`src/rtl/core/ataci_pkg.sv`:
```
package ataci_pkg;

    localparam int NUM_DRIVES = 4;

    // configuration register indexes
    localparam logic [2:0] CFG_PRESENT   = 3'd0;
    localparam logic [2:0] CFG_ATAPI     = 3'd1;
    localparam logic [2:0] CFG_LBA_CAP   = 3'd2;
    localparam logic [2:0] CFG_SECTORS_0 = 3'd3;
    localparam logic [2:0] CFG_SECTORS_1 = 3'd4;
    localparam logic [2:0] CFG_SECTORS_2 = 3'd5;
    localparam logic [2:0] CFG_SECTORS_3 = 3'd6;

    // result status codes
    localparam logic [1:0] STS_WRITE    = 2'd0;
    localparam logic [1:0] STS_NO_DRIVE = 2'd1;
    localparam logic [1:0] STS_RANGE    = 2'd2;
    localparam logic [1:0] STS_ATAPI    = 2'd3;

    // task-file ports and values
    localparam logic [3:0] PORT_COUNT  = 4'd2;
    localparam logic [3:0] PORT_LBA_LO = 4'd3;
    localparam logic [3:0] PORT_LBA_MD = 4'd4;
    localparam logic [3:0] PORT_LBA_HI = 4'd5;
    localparam logic [3:0] PORT_DEVSEL = 4'd6;
    localparam logic [3:0] PORT_CMD    = 4'd7;
    localparam logic [3:0] PORT_CTRL   = 4'd8;

    localparam logic [7:0] CTRL_NIEN  = 8'h02;
    localparam logic [7:0] CTRL_HOB   = 8'h80;
    localparam logic [7:0] DEVSEL_CHS = 8'hA0;
    localparam logic [7:0] DEVSEL_LBA = 8'hE0;

    localparam logic [7:0] CMD_READ      = 8'h20;
    localparam logic [7:0] CMD_READ_EXT  = 8'h24;
    localparam logic [7:0] CMD_WRITE     = 8'h30;
    localparam logic [7:0] CMD_WRITE_EXT = 8'h34;

    localparam logic [31:0] LBA48_START = 32'h1000_0000;

    // chs split: lba / 63 by reciprocal multiplication over the 28 bits
    // below the lba48 threshold, exact for every such address
    localparam logic [6:0]  SECT_PER_TRACK  = 7'd63;
    localparam int          CHS_LBA_W       = 28;
    localparam logic [28:0] CHS_RECIP       = 29'd272696337;  // ceil(2^34 / 63)
    localparam int          CHS_RECIP_SHIFT = 34;
    localparam int          CHS_QUO_W       = 23;

    typedef struct packed {
        logic load;     // capture the request
        logic check;    // register check result, mode and chs quotient
        logic div_run;  // chs remainder step
        logic advance;  // move to the next register write
    } t_dp_cmd;

    typedef struct packed {
        logic need_div; // request is accepted and uses chs
        logic last;     // current result ends the request
    } t_dp_sts;

endpackage

```
`src/rtl/core/ataci_ctrl.sv`:
```
module ataci_ctrl
    import ataci_pkg::*;
(
    input  logic    i_clk,
    input  logic    i_rst_n,
    input  logic    i_in_valid,
    output logic    o_in_stall,
    output logic    o_out_valid,
    input  logic    i_out_stall,
    output t_dp_cmd o_cmd,
    input  t_dp_sts i_sts
);

    typedef enum logic [3:0] {
        S_IDLE  = 4'b0001,
        S_CHECK = 4'b0010,
        S_DIV   = 4'b0100,
        S_EMIT  = 4'b1000
    } t_state;

    t_state r_state;
    t_state n_state;

    always_comb begin
        n_state = r_state;
        o_cmd   = '0;
        case (r_state)
            S_IDLE: begin
                if (i_in_valid) begin
                    o_cmd.load = 1'b1;
                    n_state    = S_CHECK;
                end
            end
            S_CHECK: begin
                o_cmd.check = 1'b1;
                n_state     = i_sts.need_div ? S_DIV : S_EMIT;
            end
            S_DIV: begin
                o_cmd.div_run = 1'b1;
                n_state       = S_EMIT;
            end
            S_EMIT: begin
                if (!i_out_stall) begin
                    o_cmd.advance = 1'b1;
                    if (i_sts.last) begin
                        n_state = S_IDLE;
                    end
                end
            end
            default: begin
                n_state = S_IDLE;
            end
        endcase
    end

    always_ff @(posedge i_clk) begin
        if (!i_rst_n) begin
            r_state <= S_IDLE;
        end else begin
            r_state <= n_state;
        end
    end

    assign o_in_stall  = (r_state != S_IDLE);
    assign o_out_valid = (r_state == S_EMIT);

`ifndef SYNTHESIS
    a_load_to_check: assert property (@(posedge i_clk) disable iff (!i_rst_n)
        o_cmd.load |=> r_state == S_CHECK)
        else $error("request capture not followed by check");
    a_last_to_idle: assert property (@(posedge i_clk) disable iff (!i_rst_n)
        (o_out_valid && !i_out_stall && i_sts.last) |=> r_state == S_IDLE)
        else $error("final transfer did not return to idle");
    a_stall_holds: assert property (@(posedge i_clk) disable iff (!i_rst_n)
        (o_out_valid && i_out_stall) |=> o_out_valid)
        else $error("stalled result dropped");
    a_no_accept_busy: assert property (@(posedge i_clk) disable iff (!i_rst_n)
        o_out_valid |-> o_in_stall)
        else $error("input open while results pending");
`endif

endmodule

```
`src/rtl/core/ataci_dp.sv`:
```
module ataci_dp
    import ataci_pkg::*;
(
    input  logic        i_clk,
    input  logic        i_rst_n,
    input  t_dp_cmd     i_cmd,
    output t_dp_sts     o_sts,
    input  logic        i_cfg_we,
    input  logic [2:0]  i_cfg_index,
    input  logic [31:0] i_cfg_wdata,
    input  logic        i_direction,
    input  logic [1:0]  i_drive_index,
    input  logic [31:0] i_block_address,
    input  logic [7:0]  i_sector_count,
    output logic [1:0]  o_status,
    output logic        o_channel_sel,
    output logic [3:0]  o_port,
    output logic [7:0]  o_wdata,
    output logic        o_last
);

    typedef enum logic [1:0] {
        MODE_CHS   = 2'd0,
        MODE_LBA28 = 2'd1,
        MODE_LBA48 = 2'd2
    } t_mode;

    typedef enum logic [4:0] {
        ST_CTRL    = 5'd0,
        ST_DEVSEL  = 5'd1,
        ST_HOB0_A  = 5'd2,
        ST_HOB0_W  = 5'd3,
        ST_HOB0_B  = 5'd4,
        ST_HOB1_A  = 5'd5,
        ST_HOB1_W  = 5'd6,
        ST_HOB1_B  = 5'd7,
        ST_HOB2_A  = 5'd8,
        ST_HOB2_W  = 5'd9,
        ST_HOB2_B  = 5'd10,
        ST_HOB3_A  = 5'd11,
        ST_HOB3_W  = 5'd12,
        ST_HOB3_B  = 5'd13,
        ST_COUNT   = 5'd14,
        ST_ADDR0   = 5'd15,
        ST_ADDR1   = 5'd16,
        ST_ADDR2   = 5'd17,
        ST_COMMAND = 5'd18
    } t_step;

    logic [3:0]  r_present;
    logic [3:0]  r_atapi;
    logic [3:0]  r_lba_cap;
    logic [31:0] r_sectors [4];

    logic        r_dir;
    logic [1:0]  r_drv;
    logic [31:0] r_lba;
    logic [7:0]  r_cnt;
    logic [1:0]  r_status;
    t_mode       r_mode;
    t_step       r_step;

    logic [5:0]           r_rem;
    logic [CHS_QUO_W-1:0] r_quo;

    // configuration writes
    always_ff @(posedge i_clk) begin
        if (!i_rst_n) begin
            r_present <= '0;
            r_atapi   <= '0;
            r_lba_cap <= '0;
            for (int d = 0; d < 4; d++) begin
                r_sectors[d] <= '0;
            end
        end else if (i_cfg_we) begin
            case (i_cfg_index)
                CFG_PRESENT:   r_present    <= i_cfg_wdata[3:0];
                CFG_ATAPI:     r_atapi      <= i_cfg_wdata[3:0];
                CFG_LBA_CAP:   r_lba_cap    <= i_cfg_wdata[3:0];
                CFG_SECTORS_0: r_sectors[0] <= i_cfg_wdata;
                CFG_SECTORS_1: r_sectors[1] <= i_cfg_wdata;
                CFG_SECTORS_2: r_sectors[2] <= i_cfg_wdata;
                CFG_SECTORS_3: r_sectors[3] <= i_cfg_wdata;
                default: begin
                end
            endcase
        end
    end

    // request check
    logic        w_absent;
    logic        w_range_bad;
    logic [32:0] w_end;
    logic [1:0]  w_status;
    t_mode       w_mode;

    always_comb begin
        w_end       = {1'b0, r_lba} + {25'd0, r_cnt};
        w_absent    = (32'(r_drv) >= 32'(NUM_DRIVES)) || !r_present[r_drv];
        w_range_bad = w_end > {1'b0, r_sectors[r_drv]};
        if (w_absent) begin
            w_status = STS_NO_DRIVE;
        end else if (r_atapi[r_drv]) begin
            w_status = STS_ATAPI;
        end else if (w_range_bad) begin
            w_status = STS_RANGE;
        end else begin
            w_status = STS_WRITE;
        end
        if (r_lba >= LBA48_START) begin
            w_mode = MODE_LBA48;
        end else if (r_lba_cap[r_drv]) begin
            w_mode = MODE_LBA28;
        end else begin
            w_mode = MODE_CHS;
        end
    end

    // track split: quotient by reciprocal multiplication, remainder from the
    // low six bits since lba - 63 * q equals lba + q modulo 64
    logic [56:0]          w_prod;
    logic [CHS_QUO_W-1:0] w_quo;

    always_comb begin
        w_prod = 57'(r_lba[CHS_LBA_W-1:0]) * 57'(CHS_RECIP);
        w_quo  = w_prod[CHS_RECIP_SHIFT +: CHS_QUO_W];
    end

    always_ff @(posedge i_clk) begin
        if (i_cmd.load) begin
            r_dir <= i_direction;
            r_drv <= i_drive_index;
            r_lba <= i_block_address;
            r_cnt <= i_sector_count;
        end
        if (i_cmd.check) begin
            r_status <= w_status;
            r_mode   <= w_mode;
            r_quo    <= w_quo;
        end
        if (i_cmd.div_run) begin
            r_rem <= r_lba[5:0] + r_quo[5:0];
        end
    end

    always_ff @(posedge i_clk) begin
        if (!i_rst_n) begin
            r_step <= ST_CTRL;
        end else if (i_cmd.load) begin
            r_step <= ST_CTRL;
        end else if (i_cmd.advance) begin
            if (r_step == ST_DEVSEL && r_mode != MODE_LBA48) begin
                r_step <= ST_COUNT;
            end else if (r_step != ST_COMMAND) begin
                r_step <= t_step'(r_step + 5'd1);
            end
        end
    end

    // address bytes: chs cylinder = quotient / 16, head = quotient % 16
    logic [7:0] w_a0;
    logic [7:0] w_a1;
    logic [7:0] w_a2;
    logic [3:0] w_head;
    logic [7:0] w_devsel;
    logic [7:0] w_command;

    always_comb begin
        if (r_mode == MODE_CHS) begin
            w_a0   = {2'b00, r_rem} + 8'd1;
            w_a1   = r_quo[11:4];
            w_a2   = r_quo[19:12];
            w_head = r_quo[3:0];
        end else begin
            w_a0   = r_lba[7:0];
            w_a1   = r_lba[15:8];
            w_a2   = r_lba[23:16];
            w_head = (r_mode == MODE_LBA28) ? r_lba[27:24] : 4'd0;
        end
        w_devsel = ((r_mode == MODE_CHS) ? DEVSEL_CHS : DEVSEL_LBA)
                 | {3'b000, r_drv[0], w_head};
        if (r_mode == MODE_LBA48) begin
            w_command = r_dir ? CMD_WRITE_EXT : CMD_READ_EXT;
        end else begin
            w_command = r_dir ? CMD_WRITE : CMD_READ;
        end
    end

    // result fields
    always_comb begin
        o_status      = r_status;
        o_channel_sel = r_drv[1];
        o_port        = '0;
        o_wdata       = '0;
        o_last        = 1'b0;
        if (r_status != STS_WRITE) begin
            o_last = 1'b1;
        end else begin
            case (r_step)
                ST_CTRL, ST_HOB0_B, ST_HOB1_B, ST_HOB2_B, ST_HOB3_B: begin
                    o_port  = PORT_CTRL;
                    o_wdata = CTRL_NIEN;
                end
                ST_HOB0_A, ST_HOB1_A, ST_HOB2_A, ST_HOB3_A: begin
                    o_port  = PORT_CTRL;
                    o_wdata = CTRL_HOB | CTRL_NIEN;
                end
                ST_DEVSEL: begin
                    o_port  = PORT_DEVSEL;
                    o_wdata = w_devsel;
                end
                ST_HOB0_W: o_port = PORT_COUNT;
                ST_HOB1_W: begin
                    o_port  = PORT_LBA_LO;
                    o_wdata = r_lba[31:24];
                end
                ST_HOB2_W: o_port = PORT_LBA_MD;
                ST_HOB3_W: o_port = PORT_LBA_HI;
                ST_COUNT: begin
                    o_port  = PORT_COUNT;
                    o_wdata = r_cnt;
                end
                ST_ADDR0: begin
                    o_port  = PORT_LBA_LO;
                    o_wdata = w_a0;
                end
                ST_ADDR1: begin
                    o_port  = PORT_LBA_MD;
                    o_wdata = w_a1;
                end
                ST_ADDR2: begin
                    o_port  = PORT_LBA_HI;
                    o_wdata = w_a2;
                end
                ST_COMMAND: begin
                    o_port  = PORT_CMD;
                    o_wdata = w_command;
                    o_last  = 1'b1;
                end
                default: begin
                end
            endcase
        end
    end

    assign o_sts.need_div = (w_status == STS_WRITE) && (w_mode == MODE_CHS);
    assign o_sts.last     = o_last;

endmodule

```
`src/rtl/core/ata_taskfile_command_issuer_top.sv`:
```
// a request transfer leads to the check state, which registers status, mode and chs
// quotient, then to the first register write; a chs request passes the remainder
// state between the two, to form the sector remainder; one request at a time,
// results leave one per cycle while the output is not stalled, set by the write sequencer
// reset (i_rst_n, synchronous, active low) clears all configuration to zero and idles
module ata_taskfile_command_issuer_top
    import ataci_pkg::*;
(
    input  logic        i_clk,
    input  logic        i_rst_n,
    // configuration write port
    input  logic        i_cfg_we,
    input  logic [2:0]  i_cfg_index,
    input  logic [31:0] i_cfg_wdata,
    // request channel
    input  logic        i_in_valid,
    output logic        o_in_stall,
    input  logic        i_direction,
    input  logic [1:0]  i_drive_index,
    input  logic [31:0] i_block_address,
    input  logic [7:0]  i_sector_count,
    // register write channel
    output logic        o_out_valid,
    input  logic        i_out_stall,
    output logic [1:0]  o_status,
    output logic        o_channel_sel,
    output logic [3:0]  o_port,
    output logic [7:0]  o_wdata,
    output logic        o_last
);

    // controller and datapath talk only through these two groups
    t_dp_cmd w_cmd;
    t_dp_sts w_sts;

    // sequencer: idle, check, chs remainder, then one transfer per write
    ataci_ctrl u_ctrl (
        .i_clk       (i_clk),
        .i_rst_n     (i_rst_n),
        .i_in_valid  (i_in_valid),
        .o_in_stall  (o_in_stall),
        .o_out_valid (o_out_valid),
        .i_out_stall (i_out_stall),
        .o_cmd       (w_cmd),
        .i_sts       (w_sts)
    );

    // config registers, request capture, range check, chs split, write decode
    ataci_dp u_dp (
        .i_clk           (i_clk),
        .i_rst_n         (i_rst_n),
        .i_cmd           (w_cmd),
        .o_sts           (w_sts),
        .i_cfg_we        (i_cfg_we),
        .i_cfg_index     (i_cfg_index),
        .i_cfg_wdata     (i_cfg_wdata),
        .i_direction     (i_direction),
        .i_drive_index   (i_drive_index),
        .i_block_address (i_block_address),
        .i_sector_count  (i_sector_count),
        .o_status        (o_status),
        .o_channel_sel   (o_channel_sel),
        .o_port          (o_port),
        .o_wdata         (o_wdata),
        .o_last          (o_last)
    );

endmodule

```
`config.mk`:
```
export PLATFORM = sky130hd
export DESIGN_NAME = ata_taskfile_command_issuer_top
export DESIGN_NICKNAME = d
export VERILOG_FILES = /design/src/rtl/core/ataci_pkg.sv /design/src/rtl/core/ataci_ctrl.sv /design/src/rtl/core/ataci_dp.sv /design/src/rtl/core/ata_taskfile_command_issuer_top.sv
export SDC_FILE = /design/constraint.sdc
export NUM_CORES = 1
export LEC_CHECK = 0
export ABC_CLOCK_PERIOD_IN_PS = 7500
export BUFFER_PORTS_ARGS = -buffer_cell sky130_fd_sc_hd__clkbuf_2
export CAP_MARGIN = 20
export CORE_ASPECT_RATIO = 1.4
export CORE_MARGIN = 2
export CORE_UTILIZATION = 50
export CTS_CLUSTER_DIAMETER = 120
export DETAILED_ROUTE_END_ITERATION = 7
export HOLD_SLACK_MARGIN = 0.08
export PLACE_DENSITY = 0.7
export SETUP_SLACK_MARGIN = 0.05
export SYNTH_ARGS = -nofsm -noshare
export SYNTH_HDL_FRONTEND = slang
export SYNTH_SLANG_ARGS = --single-unit
```
`constraint.sdc`:
```
create_clock -name i_clk -period 7.5 [get_ports i_clk]
set_input_delay 0 -clock i_clk [delete_from_list [all_inputs] [get_ports i_clk]]
set_output_delay 0 -clock i_clk [all_outputs]
set_load 0.02 [all_outputs]
```
Word-level counts from Yosys, hierarchy flattened
Memory sizes are Yosys's and may differ from the RTL's. A register that Yosys moved wholly into a read port is not among the register bits.
Index checks and enable logic that the tools add are counted.
Widths: inputs -> output; s select.

operators by class
  bitwise logic cells = 6
  order comparisons = 3
  multiply operators = 1
  reductions and logical operators = 22
  muxes and demuxes = 61
  eq/ne operators = 36
  $add $sub $neg = 4

operators by type and width
  cell                    number
  $mux 32                 4
  $pmux 8 s9              1
  $mul 28x29->54 const B  1
  $eq 5x4->1 const B      8
  $mux 8                  5
  $add 32x8->33           1
  $gt 33x32->1            1
  $ge 32x29->1 const B    1
  $mux 1                  29
  $mux 4                  7
  $pmux 4 s7              1
  $eq 5x3->1 const B      4
  $mux 5                  4
  $pmux 4 s4              1
  $eq 5x5->1 const B      3
  $eq 5x2->1 const B      2
  $mux 2                  5
  $reduce_or 2->1         5
  $eq 3x3->1 const B      3
  $reduce_or 9->1         1
  $or 8x5->8              1
  $reduce_and 2->1        4
  $add 6x1->7 const B     1
  $mux 7                  1
  other kinds (27)        39

storage, ports and cells
  bits in registers = 94
  memory bits (writable) = 128
  logic and storage cells = 147
  memories kept = 1

memory list
  name            depth  width  rd ports  clocked after Yosys merged registers in  write ports  RTL line        text
  u_dp.r_sectors  4      32     1         1                                        4            ataci_dp.sv:53  logic [31:0] r_sectors [4];

Depth between registers and ports, before layout
Gate-level depths: netlist (run 1).

  depth in word-level cells = 9
  mapped depth = 22
  mapped depth without buffers = 21

Modules after synthesis
Synthesis (run 1) repeated with hierarchy kept, for this count alone.

unflattened totals
  cell total of the unflattened synthesis = 1440
  area total of the unflattened synthesis = 16433.3 µm²

by module, submodules not included
  module      sequential area each (µm²)  times used  area each (µm²)  cells each
  ataci_dp    6416.2                      1           16200.5          1415
  ataci_ctrl  80.1                        1           232.7            25

Least setup slack after synthesis (run 1)
No wires, ideal clock.

  path kind = reg2reg
  start = register u_dp.r_lba[20]
  end = register u_dp.r_quo[12] (data pin)
  path buffers = 0
  data arrival time = 4.835 ns
  period minus slack after synthesis = 5.093 ns
  required time = 7.242 ns
  setup time = 0.258 ns
  stages on the path, launching flop included = 18
  path slack = 2.407 ns
  path through = edfxtp_1 > ha_1 > inv_1 > fa_1 > fa_1 > fa_1 > fa_1 > inv_1 > ha_1 > a211oi_1 > o211ai_1 > a31o_1 > a2111oi_4 > o21ai_2 > a31oi_4 > o221ai_2 > a21oi_2 > xnor2_1

on the way
  cells in the longest elaborated chain, start to end = 1

RTL lines
  item                       RTL line         text
  start: declaration         ataci_dp.sv:57   logic [31:0] r_lba;
  start signal: assignment   ataci_dp.sv:133  r_lba <= i_block_address;
  $mul 28x29->54             ataci_dp.sv:125  w_prod = 57'(r_lba[CHS_LBA_W-1:0]) * 57'(CHS_RECIP);
  named net u_dp.w_prod[46]  ataci_dp.sv:121  logic [56:0] w_prod;
  end signal: assignment     ataci_dp.sv:139  r_quo <= w_quo;
  end: declaration           ataci_dp.sv:64   logic [CHS_QUO_W-1:0] r_quo;

The timed path passes the listed nets, and every way through them passes these cells.
A chain may end at the register's enable or synchronous reset.

Final worst setup path (run 1)
  start = register u_dp.r_lba[27]
  end = register u_dp.r_quo[18] (data pin)

The elaborated chain is that of the path after synthesis.

==> reports/metrics.yaml, run 1 <==
post-route-util: 0.587
final_common_cell: "ha_1"
clock-sinks: 224
synth-seq-cells: 224
hold_path.class: "input port to register"
ys_types: 67
grt_max_degree: 47
die_h_um: 218
first_iter_violations: 734
avgViaCountPerCell: 5.63
dp.final_hpwl_um: 31100
maxCapViolations: 0
setup-tns-final_ns: 0
synthFlopType: "edfxtp_1"
status: "completed"
antenna_found_initial: 0
grt_pass1_wl_um: 65700
wl_um: 42200
area_growth_syn_to_layout_pct: 16.1
yosys_warnings: 0
syn-num-nets: 1800
track_usage: 0.253
cts_buffers: 24
synth_edf_count: 201
cp-start-kind: "register"
clk_pin_slew_ns: 0.07
peakVddDrop_uv: 215
first_global_vias: 12300
cp.required_ns: 7.77
dr.pass1.iters: 7
cts_tree: "yes"
final-hold-violation-count: 0
cts_hold_buf: 80
rows: 78
setup_viol: 0
floorplan.initialDensity: 0.506
worstPathArrival_ns: 5.84
async_reset_ff_frac: 0
core_um2: 32300
pwr_density_cell_nw_per_um2: 257
worst_slew_pin_slew_ns: 1.11
fmax_mhz: 180
cts_buffer_depth: 3
ios: 101
period_needed_ns: 5.57
fin_crit_sh: 0.742
crit_path_end_kind: "register"
setup_ws_ns: 1.93
syn_inst: 1435
post_cts_buffers: 0
n_fill_cell: 2670
synth_area_um2: 16300
finalClockSkew_ns: 0.0166
antenna_left: 0
cts_root_buffer: "clkbuf_16"
post-place-ws_ns: 1.99
rsz0062_at_grt: "false"
max_slew_margin: 0.260
nets: 1986
p_leak_nw: 8.22
wl_per_cell_um: 20.3
slowest_stage: "fa_1"
dieArea_um2: 34200
worst-path-max-fanout: 6
htreeDepth: 1
die_x_um: 157
overflow: 0
path_cells: "ha_1 -> inv_1 -> fa_1 -> inv_1 -> fa_1 -> inv_1 -> fa_1 -> fa_1 -> inv_1 -> ha_1 -> nand4_1 -> nor2_1 -> o2111ai_1 -> a211o_1 -> o21bai_4 -> a31oi_1 -> o31a_1 -> o21ai_2 -> xor2_1"
insertion_delay_ns: 0.52
port_buffers: 100
drc: 0
gp_congestion: 0.985
slowest_delay_ns: 0.54
path_class: "register to register"
cts_resized: 0
yosysSeqAreaShare: 0.398
avgSynthCellArea_um2: 11.4
layout-drive-gt1-share: 0.132
layout_common_cells: "ha_1, edfxtp_1, inv_1, and2_1, clkbuf_2"
finalMaxSlewViolations: 0
vias: 11700
sequential cells by signal, indices dropped and copies added, names as in the netlist, 4 cells and up, named ones only:
name / flops
u_dp.r_present: 4
u_dp.r_sectors: 128
u_dp.r_atapi: 4
u_dp.r_step: 5
u_ctrl.r_state: 4
u_dp.r_cnt: 8
u_dp.r_lba: 32
u_dp.r_rem: 6
u_dp.r_quo: 20
u_dp.r_lba_cap: 4
Yosys cell counts, drive strengths merged (6+ instances only):
cell type	number	area share
and3	13	0.0051
nor2	65	0.015
nand3	29	0.0089
a31oi	15	0.0076
a21oi	68	0.021
o21bai	11	0.0057
dfxtp	23	0.028
nand2b	9	0.0034
nand4	14	0.0054
mux4	35	0.048
a21o	29	0.013
mux2i	20	0.012
and2	129	0.049
clkbuf	32	0.0086
xor2	17	0.0091
inv	166	0.038
o211ai	6	0.0028
ha	222	0.17
nor2b	10	0.0038
a211oi	10	0.0049
nor3	18	0.0055
o21a	8	0.0037
o21ai	37	0.012
edfxtp	201	0.37
xnor2	42	0.023
fa	60	0.074
nand2	79	0.018
cells by family after synthesis:
kind of cell	synth area share
muxes	0.0612
adders and majority gates	0.244
DFF	0.398
buffers and inverters	0.0476
AOI/OAI and AO/OA	0.0945
and+or+nand+nor	0.124
xor gates and xnor gates	0.0316
critical path: cells and delay by family (launching register included):
family	cells	cell delay, ns
compound gates	6	1.39
xor+xnor	1	0.09
fa+ha+maj	6	2.74
buf+inv	4	0.23
flops	1	0.53
simple gates	2	0.30
cell type report:
type | count | area, µm² | area share
diodes | 2 | 5.00 | 0.000264
clock buffers | 28 | 637 | 0.0336
inverters | 166 | 623 | 0.0328
repair buffers | 196 | 1420 | 0.0749
flip-flops and latches | 224 | 6500 | 0.342
clock inverters | 13 | 131 | 0.00692
multi-input cells | 1009 | 9110 | 0.480
well taps | 440 | 551 | 0.0290
metal layers:
| layer | GRT usage | part of all wire | routed length (µm) | up-vias |
|---|---|---|---|---|
| li1 | - | - | - | 5515 |
| met1 | 0.280 | 0.38 | 15800 | 5684 |
| met4 | 0.146 | 0.062 | 2610 | 0 |
| met5 | 0 | 0 | 0 | - |
| met2 | 0.465 | 0.53 | 22300 | 353 |
| met3 | 0.0266 | 0.034 | 1440 | 146 |
power breakdown:
part | leakage [nW] | switching (mW) | internal [mW]
Combinational | 5.75 | 1.24 | 0.915
Clock | 0.367 | 0.496 | 0.679
Sequential | 2.11 | 0.0669 | 1.48
Total | 8.22 | 1.80 | 3.07
metrics by stage:
stage / cell area [µm²] / power, mW / hold WS, ns / std cells
2_1_floorplan: 16300 / 3.12 / 0.0989 / 1435
3_3_place_gp: 17400 / 3.64 / 0.179 / 1955
3_5_place_dp: 17400 / 3.66 / 0.180 / 1955
4_1_cts: 19000 / 4.89 / 0.162 / 2076
5_1_grt: 19000 / 5.20 / 0.196 / 2076
6_report: 19000 / 4.87 / 0.178 / 2078
path summary, 6_finish.rpt:
| path | start | to | slack [ns] | cells after the start |
|---|---|---|---|---|
| setup / recovery | u_dp.r_lba[27] | u_dp.r_quo[18] | 1.93 | 19 |
| hold / removal | i_cfg_we | u_dp.r_atapi[2] | 0.18 | 5 |
| hold reg to reg | u_dp.r_atapi[3] | u_dp.r_atapi[3] | 0.49 | 2 |
| setup reg to reg | u_dp.r_lba[27] | u_dp.r_quo[18] | 1.93 | 19 |
Power figures use the tool's default switching activity.
==> run 2: changes to the inputs <==
- ABC_AREA: unset -> 1
- ABC_CLOCK_PERIOD_IN_PS: 7500 -> 4600
- PLACE_DENSITY: 0.7 -> 0.72
- clock period: 7.5 -> 4.6 ns (I/O delays scaled with it)
==> run 2 against run 1 <==
  * The run now ends with negative setup slack left
  * Wire length is 32% higher
  * Synthesized cell count increased by 34%
  * First-iteration DRC count rose by 41%
  * Die area increased by 4.7%
  * Core utilization increased by 3.5 points
  * Area after synthesis up 4.8%
  * Non-clock buffer count is 91 higher
  * Global-route usage up 5.6 points
  * Critical path type unchanged
==> reports/metrics.yaml, run 2 <==
track_usage: 0.309  # was 0.253
largest_reg_flops: 128  # unchanged
floorplan.initialDensity: 0.504  # was 0.506
final_area_um2: 21100  # was 19000 µm²
core_um2: 33900  # was 32300 µm²
synth_area_um2: 17100  # was 16300 µm²
yosysSeqAreaShare: 0.379  # was 0.398
slowest_stage: "fa_1"  # unchanged
syn-num-nets: 2295  # was 1800
avgViaCountPerCell: 5.59  # was 5.63
final-hold-violation-count: 0  # unchanged
yosysTopAreaCell: "edfxtp_1"  # unchanged
cts_buffer_depth: 3  # unchanged
period_needed_ns: 4.60  # was 5.57 ns
setup_ws_ns: -0.00244  # was 1.93 ns
layout-drive-gt1-share: 0.178  # was 0.132
status: "complete, but fails checks"  # was completed
grt_max_degree: 65  # was 47
synthFlopType: "edfxtp_1"  # unchanged
finalMaxSlewViolations: 0  # unchanged
peakVddDrop_uv: 465  # was 215 µV
antenna_left: 0  # unchanged
dp.final_hpwl_um: 42700  # was 31100 µm
fmax_mhz: 217  # was 180 MHz
first_global_vias: 15400  # was 12300
cp-start-kind: "register"  # unchanged
yosys_warnings: 0  # unchanged
dr.pass1.iters: 5  # was 7
regMostFlops: "u_dp.r_sectors"  # unchanged
fin_crit_sh: 1.00  # was 0.742
clk_pin_slew_ns: 0.06  # was 0.07 ns
rsz0062_at_grt: "true"  # was false
cts_buffers: 24  # unchanged
crit_cells: 23  # was 19
whs_path_depth: 3  # was 5
async_reset_ff_frac: 0  # unchanged
synth_edf_count: 201  # unchanged
first_iter_violations: 1037  # was 734
p_leak_nw: 9.50  # was 8.22 nW
worst-path-max-fanout: 3  # was 6
setup-tns-final_ns: -0.00244  # was 0 ns
slowest_delay_ns: 0.60  # was 0.54 ns
crit_path_end_kind: "register"  # unchanged
reg_top3: "u_dp.r_sectors (128), u_dp.r_lba (32), u_dp.r_quo (20)"  # unchanged
drc: 0  # unchanged
path_buf_inv: 4  # unchanged
path_class: "register to register"  # unchanged
die_x_um: 160  # was 157 µm
synth-seq-cells: 224  # unchanged
cp.required_ns: 4.91  # was 7.77 ns
violations: "negative setup slack"
maxCapViolations: 0  # unchanged
antenna_found_initial: 0  # unchanged
layout_common_cells: "nand2_1, inv_1, nor2_1, ha_1, edfxtp_1"  # was ha_1, edfxtp_1, inv_1, and2_1, clkbuf_2
grt_pass1_wl_um: 84100  # was 65700 µm
power_mw: 11.0  # was 4.87 mW
final_common_cell: "nand2_1"  # was ha_1
n_antenna_cell: 0  # was 2
wl_um: 55500  # was 42200 µm
cts_tree: "yes"  # unchanged
reg2reg_depth: 23  # was 19
path_cells: "ha_4 -> ha_4 -> fa_1 -> inv_2 -> fa_1 -> fa_1 -> inv_1 -> fa_1 -> ha_4 -> nand2_4 -> nor2_4 -> inv_2 -> nor2_4 -> inv_2 -> a21oi_2 -> nor3_2 -> nand2_2 -> nand2_2 -> nand2_2 -> nand2_2 -> nand2_1 -> nand2_1 -> nand2_1"  # was ha_1 -> inv_1 -> fa_1 -> inv_1 -> fa_1 -> inv_1 -> fa_1 -> fa_1 -> inv_1 -> ha_1 -> nand4_1 -> nor2_1 -> o2111ai_1 -> a211o_1 -> o21bai_4 -> a31oi_1 -> o31a_1 -> o21ai_2 -> xor2_1
ios: 101  # unchanged
port_buffers: 100  # unchanged
clock-sinks: 224  # unchanged
htreeDepth: 1  # unchanged
nets: 2571  # was 1986
overflow: 0  # unchanged
rows: 80  # was 78
area_growth_syn_to_layout_pct: 23.4  # was 16.1%
place_area_um2: 18800  # was 17400 µm²
synth_commonest_cells: "nand2_1, nor2_1, inv_1"  # was ha_1, edfxtp_1, inv_1
max_slew_margin: 0.348  # was 0.260
vias: 14900  # was 11700
dieArea_um2: 35800  # was 34200 µm²
synth.area.top_cells: "edfxtp_1, ha_1, fa_1, nand2_1, nor2_1"  # was edfxtp_1, ha_1, fa_1, and2_1, mux4_2
setup_viol: 1  # was 0
synth.most_common_cell: "nand2_1"  # was ha_1
worst_slew_pin_slew_ns: 0.967  # was 1.11 ns
worstPathArrival_ns: 4.91  # was 5.84 ns
hold_path.class: "input port to register"  # unchanged
ys_types: 47  # was 67
gp_congestion: 0.995  # was 0.985
crit_family: "adder cells"  # unchanged
pwr_density_cell_nw_per_um2: 522  # was 257 nW/µm²
syn_inst: 1930  # was 1435
die_h_um: 223  # was 218 µm
avgSynthCellArea_um2: 8.87  # was 11.4 µm²
post-route-util: 0.622  # was 0.587
finalClockSkew_ns: 0.0121  # was 0.0166 ns
insertion_delay_ns: 0.55  # was 0.52 ns
cts_root_buffer: "clkbuf_16"  # unchanged
synth_top_area_share: 0.353  # was 0.369
wl_per_cell_um: 20.8  # was 20.3 µm
run 2: logic make-up after synthesis:
| logic type | Yosys count | share of synthesized area |
|---|---|---|
| simple gates | 707 | 0.171 |
| xor+xnor | 57 | 0.0292 |
| flops | 224 | 0.379 |
| buf+inv | 328 | 0.0719 |
| compound gates | 332 | 0.116 |
| fa+ha+maj | 282 | 0.232 |
run 2: per-stage QoR:
step	setup slack [ns]	instances	hold WS (ns)
final	-0.00244	2673	0.129
after floorplan	0.104	1930	0.0989
after detailed placement	-0.232	2540	0.179
after CTS	0.0287	2666	0.124
after global placement	-0.163	2540	0.177
after global routing	-0.172	2673	0.176
run 2: power by group:
| group | internal, mW | leakage (nW) | total [mW] | switching (mW) |
|---|---|---|---|---|
| Combinational | 2.64 | 7.01 | 6.46 | 3.82 |
| Sequential | 2.44 | 2.10 | 2.54 | 0.0945 |
| Clock | 1.19 | 0.382 | 2.03 | 0.847 |
run 2: timing repair:
item,4_1_cts,5_1_grt
resized for setup,56,80
hold endpoints to repair,221,0
setup buffers,2,6
hold buffers,82,0
pin swaps,31,29
setup endpoints to repair,20,20
run 2: metal layers:
layer	vias up	track usage	routed length [µm]
li1	7095	-	-
met1	7045	0.321	19100
met2	565	0.570	28800
met3	224	0.0353	2650
met4	0	0.228	5020
met5	-	0	0
run 2: path summary, 6_finish.rpt:
path	start	endpoint	slack, ns
max	u_dp.r_lba[27]	u_dp.r_quo[12]	-0.002
min	i_cfg_we	u_dp.r_sectors[2][18]	0.13
max reg2reg	u_dp.r_lba[27]	u_dp.r_quo[12]	-0.002
min reg2reg	u_dp.r_lba_cap[2]	u_dp.r_lba_cap[2]	0.54
run 2: layout make-up:
| type | instances | area, µm² |
|---|---|---|
| fillers | 2846 | 12800 |
| inverters | 291 | 1100 |
| clock buffers | 27 | 612 |
| repair buffers | 287 | 2150 |
| flip-flops and latches | 224 | 6500 |
| well taps | 451 | 564 |
| multi-input cells | 1378 | 10000 |
| clock inverters | 15 | 203 |
run 2: worst reg2reg max path: cells and delay by family, from the launching register on:
family                     cells  cell delay (ns)
adders and majority gates      7             2.74
DFF                            1             0.45
and+or+nand+nor               11             0.88
AOI/OAI and AO/OA              1             0.03
buffers and inverters          4             0.24
==> run 3: changes to the inputs <==
- ABC_CLOCK_PERIOD_IN_PS: 4600 -> 4500
- PLACE_DENSITY: 0.72 -> 0.7
- SETUP_SLACK_MARGIN: 0.05 -> unset
- clock period: 4.6 -> 4.5 ns (I/O delays scaled with it)
==> run 3 against run 2 <==
  * The flow still finishes with violations (negative setup slack)
  * Critical path type unchanged
  * Critical path depth is 4 lower
  * Sequential cell count did not move
  * Critical endpoint is now u_dp.r_quo[2]
  * Wire length about the same
  * Largest power group unchanged
  * Highest routed layer unchanged
==> reports/metrics.yaml, run 3 (synthesis gave the netlist of run 2 again) <==
wl_per_cell_um: 20.5  # was 20.8 µm
post-place-ws_ns: -0.449  # was -0.232 ns
insertion_delay_ns: 0.54  # was 0.55 ns
clk_pin_slew_ns: 0.07  # was 0.06 ns
p_sw_mw: 5.10  # was 4.76 mW
status: "complete, but fails checks"  # unchanged
cts_root_buffer: "clkbuf_16"  # unchanged
netSwitchingFraction: 0.428  # was 0.432
drc: 0  # unchanged
largest_reg_flops: 128  # unchanged
worst-path-max-fanout: 3  # unchanged
nets: 2605  # was 2571
n_antenna_cell: 0  # unchanged
period_needed_ns: 4.64  # was 4.60 ns
crit_path_end_kind: "register"  # unchanged
final_common_cell: "nand2_1"  # unchanged
path_cells: "buf_6 -> ha_4 -> inv_2 -> fa_1 -> fa_1 -> inv_2 -> fa_1 -> fa_2 -> ha_4 -> buf_6 -> nand2_4 -> buf_6 -> nor2_4 -> buf_4 -> a21boi_4 -> o21ai_4 -> buf_4 -> a21oi_2 -> xnor2_2"  # was ha_4 -> ha_4 -> fa_1 -> inv_2 -> fa_1 -> fa_1 -> inv_1 -> fa_1 -> ha_4 -> nand2_4 -> nor2_4 -> inv_2 -> nor2_4 -> inv_2 -> a21oi_2 -> nor3_2 -> nand2_2 -> nand2_2 -> nand2_2 -> nand2_2 -> nand2_1 -> nand2_1 -> nand2_1
max_slew_margin: 0.238  # was 0.348
crit_family: "adder cells"  # unchanged
core_um2: 33900  # unchanged
regMostFlops: "u_dp.r_sectors"  # unchanged
crit_cells: 19  # was 23
final_cells: 2707  # was 2673
fin_crit_sh: 1.03  # was 1.00
dr.pass1.iters: 5  # unchanged
pwr_density_cell_nw_per_um2: 555  # was 522 nW/µm²
whs_path_depth: 3  # unchanged
reg2reg_slack_ns: -0.14  # was -0.002 ns
worst_slew_pin_slew_ns: 1.14  # was 0.967 ns
cts_buffer_depth: 3  # unchanged
cts_buffers: 23  # was 24
grt_max_degree: 65  # unchanged
track_usage: 0.308  # was 0.309
die_x_um: 160  # unchanged
dieArea_um2: 35800  # unchanged
layout-drive-gt1-share: 0.204  # was 0.178
dp.cells: 2569  # was 2540
setup_viol: 15  # was 1
finalClockSkew_ns: 0.0197  # was 0.0121 ns
seqPwrFrac: 0.217  # was 0.230
vias: 15100  # was 14900
grt_pass1_wl_um: 84600  # was 84100 µm
antenna_found_initial: 0  # unchanged
cp.required_ns: 4.83  # was 4.91 ns
slowest_delay_ns: 0.51  # was 0.60 ns
setup-tns-final_ns: -1.18  # was -0.00244 ns
finalMaxSlewViolations: 0  # unchanged
dp.final_hpwl_um: 43100  # was 42700 µm
avgViaCountPerCell: 5.59  # about the same
gp_congestion: 1.02  # was 0.995
first_iter_violations: 1000  # was 1037
cp-start-kind: "register"  # unchanged
violations: "negative setup slack"  # unchanged
path_class: "register to register"  # unchanged
wl_um: 55500  # about the same
area_growth_syn_to_layout_pct: 25.4  # was 23.4%
rows: 80  # unchanged
ios: 101  # unchanged
p_clk_frac: 0.179  # was 0.184
path_buf_inv: 7  # was 4
floorplan.initialDensity: 0.504  # unchanged
p_int_mw: 6.82  # was 6.27 mW
p_leak_nw: 9.70  # was 9.50 nW
fmax_mhz: 215  # was 217 MHz
htreeDepth: 1  # unchanged
rsz0062_at_grt: "true"  # unchanged
overflow: 0  # unchanged
share_comb_of_total_power: 0.604  # was 0.586
final_area_um2: 21500  # was 21100 µm²
port_buffers: 100  # unchanged
cts_tree: "yes"  # unchanged
clock-sinks: 224  # unchanged
place_area_um2: 19000  # was 18800 µm²
maxCapViolations: 0  # unchanged
hold_path.class: "input port to register"  # unchanged
final-hold-violation-count: 0  # unchanged
slowest_stage: "fa_1"  # unchanged
peakVddDrop_uv: 536  # was 465 µV
post-route-util: 0.633  # was 0.622
reg_top3: "u_dp.r_sectors (128), u_dp.r_lba (32), u_dp.r_quo (20)"  # unchanged
first_global_vias: 15800  # was 15400
layout_common_cells: "nand2_1, inv_1, nor2_1, ha_1, edfxtp_1"  # unchanged
antenna_left: 0  # unchanged
reg2reg_depth: 19  # was 23
die_h_um: 223  # unchanged
worstPathArrival_ns: 4.97  # was 4.91 ns
setup_ws_ns: -0.142  # was -0.00244 ns
run 3: worst paths after layout:
| check | startpoint | to |
|---|---|---|
| setup / recovery | u_dp.r_lba[20] | u_dp.r_quo[2] |
| hold / removal | i_cfg_we | u_dp.r_sectors[2][1] |
| setup reg to reg | u_dp.r_lba[20] | u_dp.r_quo[2] |
| hold reg to reg | u_dp.r_lba_cap[2] | u_dp.r_lba_cap[2] |
run 3: layout make-up:
type	count	area, µm²
clock inverters	12	219
well taps	451	564
inverters	291	1090
clock buffers	29	598
repair buffers	322	2410
flip-flops and latches	224	6500
fillers	2788	12500
multi-input cells	1378	10100
run 3: per-stage QoR:
stage	power [mW]	hold slack, ns
6_report	11.9	0.130
2_1_floorplan	5.95	0.0989
5_1_grt	12.6	0.167
4_1_cts	11.0	0.110
3_5_place_dp	8.13	0.179
3_3_place_gp	8.06	0.178
run 3: timing repair:
action / 4_1_cts / 5_1_grt
gates resized for setup: 83 / 99
pin swaps: 41 / 47
endpoints found under the hold margin: 196 / 0
hold buffers: 81 / 0
setup endpoints to repair: 20 / 20
buffers inserted: 5 / 14
run 3: routing by layer:
metal,vias up,share of wire,GRT usage
met5,-,0,0
met4,0,0.088,0.235
met3,220,0.044,0.0322
met2,548,0.53,0.578
met1,7207,0.34,0.311
li1,7157,-,-
run 3: worst register-to-register path, delay by kind of cell (launching register included):
family / cells / cell delay (ns)
xor gates and xnor gates: 1 / 0.28
adders and majority gates: 6 / 2.53
AOI/OAI and AO/OA: 3 / 0.26
DFF: 1 / 0.46
buffers and inverters: 7 / 0.72
and+or+nand+nor: 2 / 0.17
run 3: power by group through the flow:
stage                     sequential (mW)  clock, mW  combinational [mW]
final                                2.59       2.13                7.20
after global routing                 2.60       2.21                7.83
after CTS                            2.59       2.14                6.25
after detailed placement             2.63          0                5.50
after global placement               2.63          0                5.43
after floorplan                      2.61          0                3.34
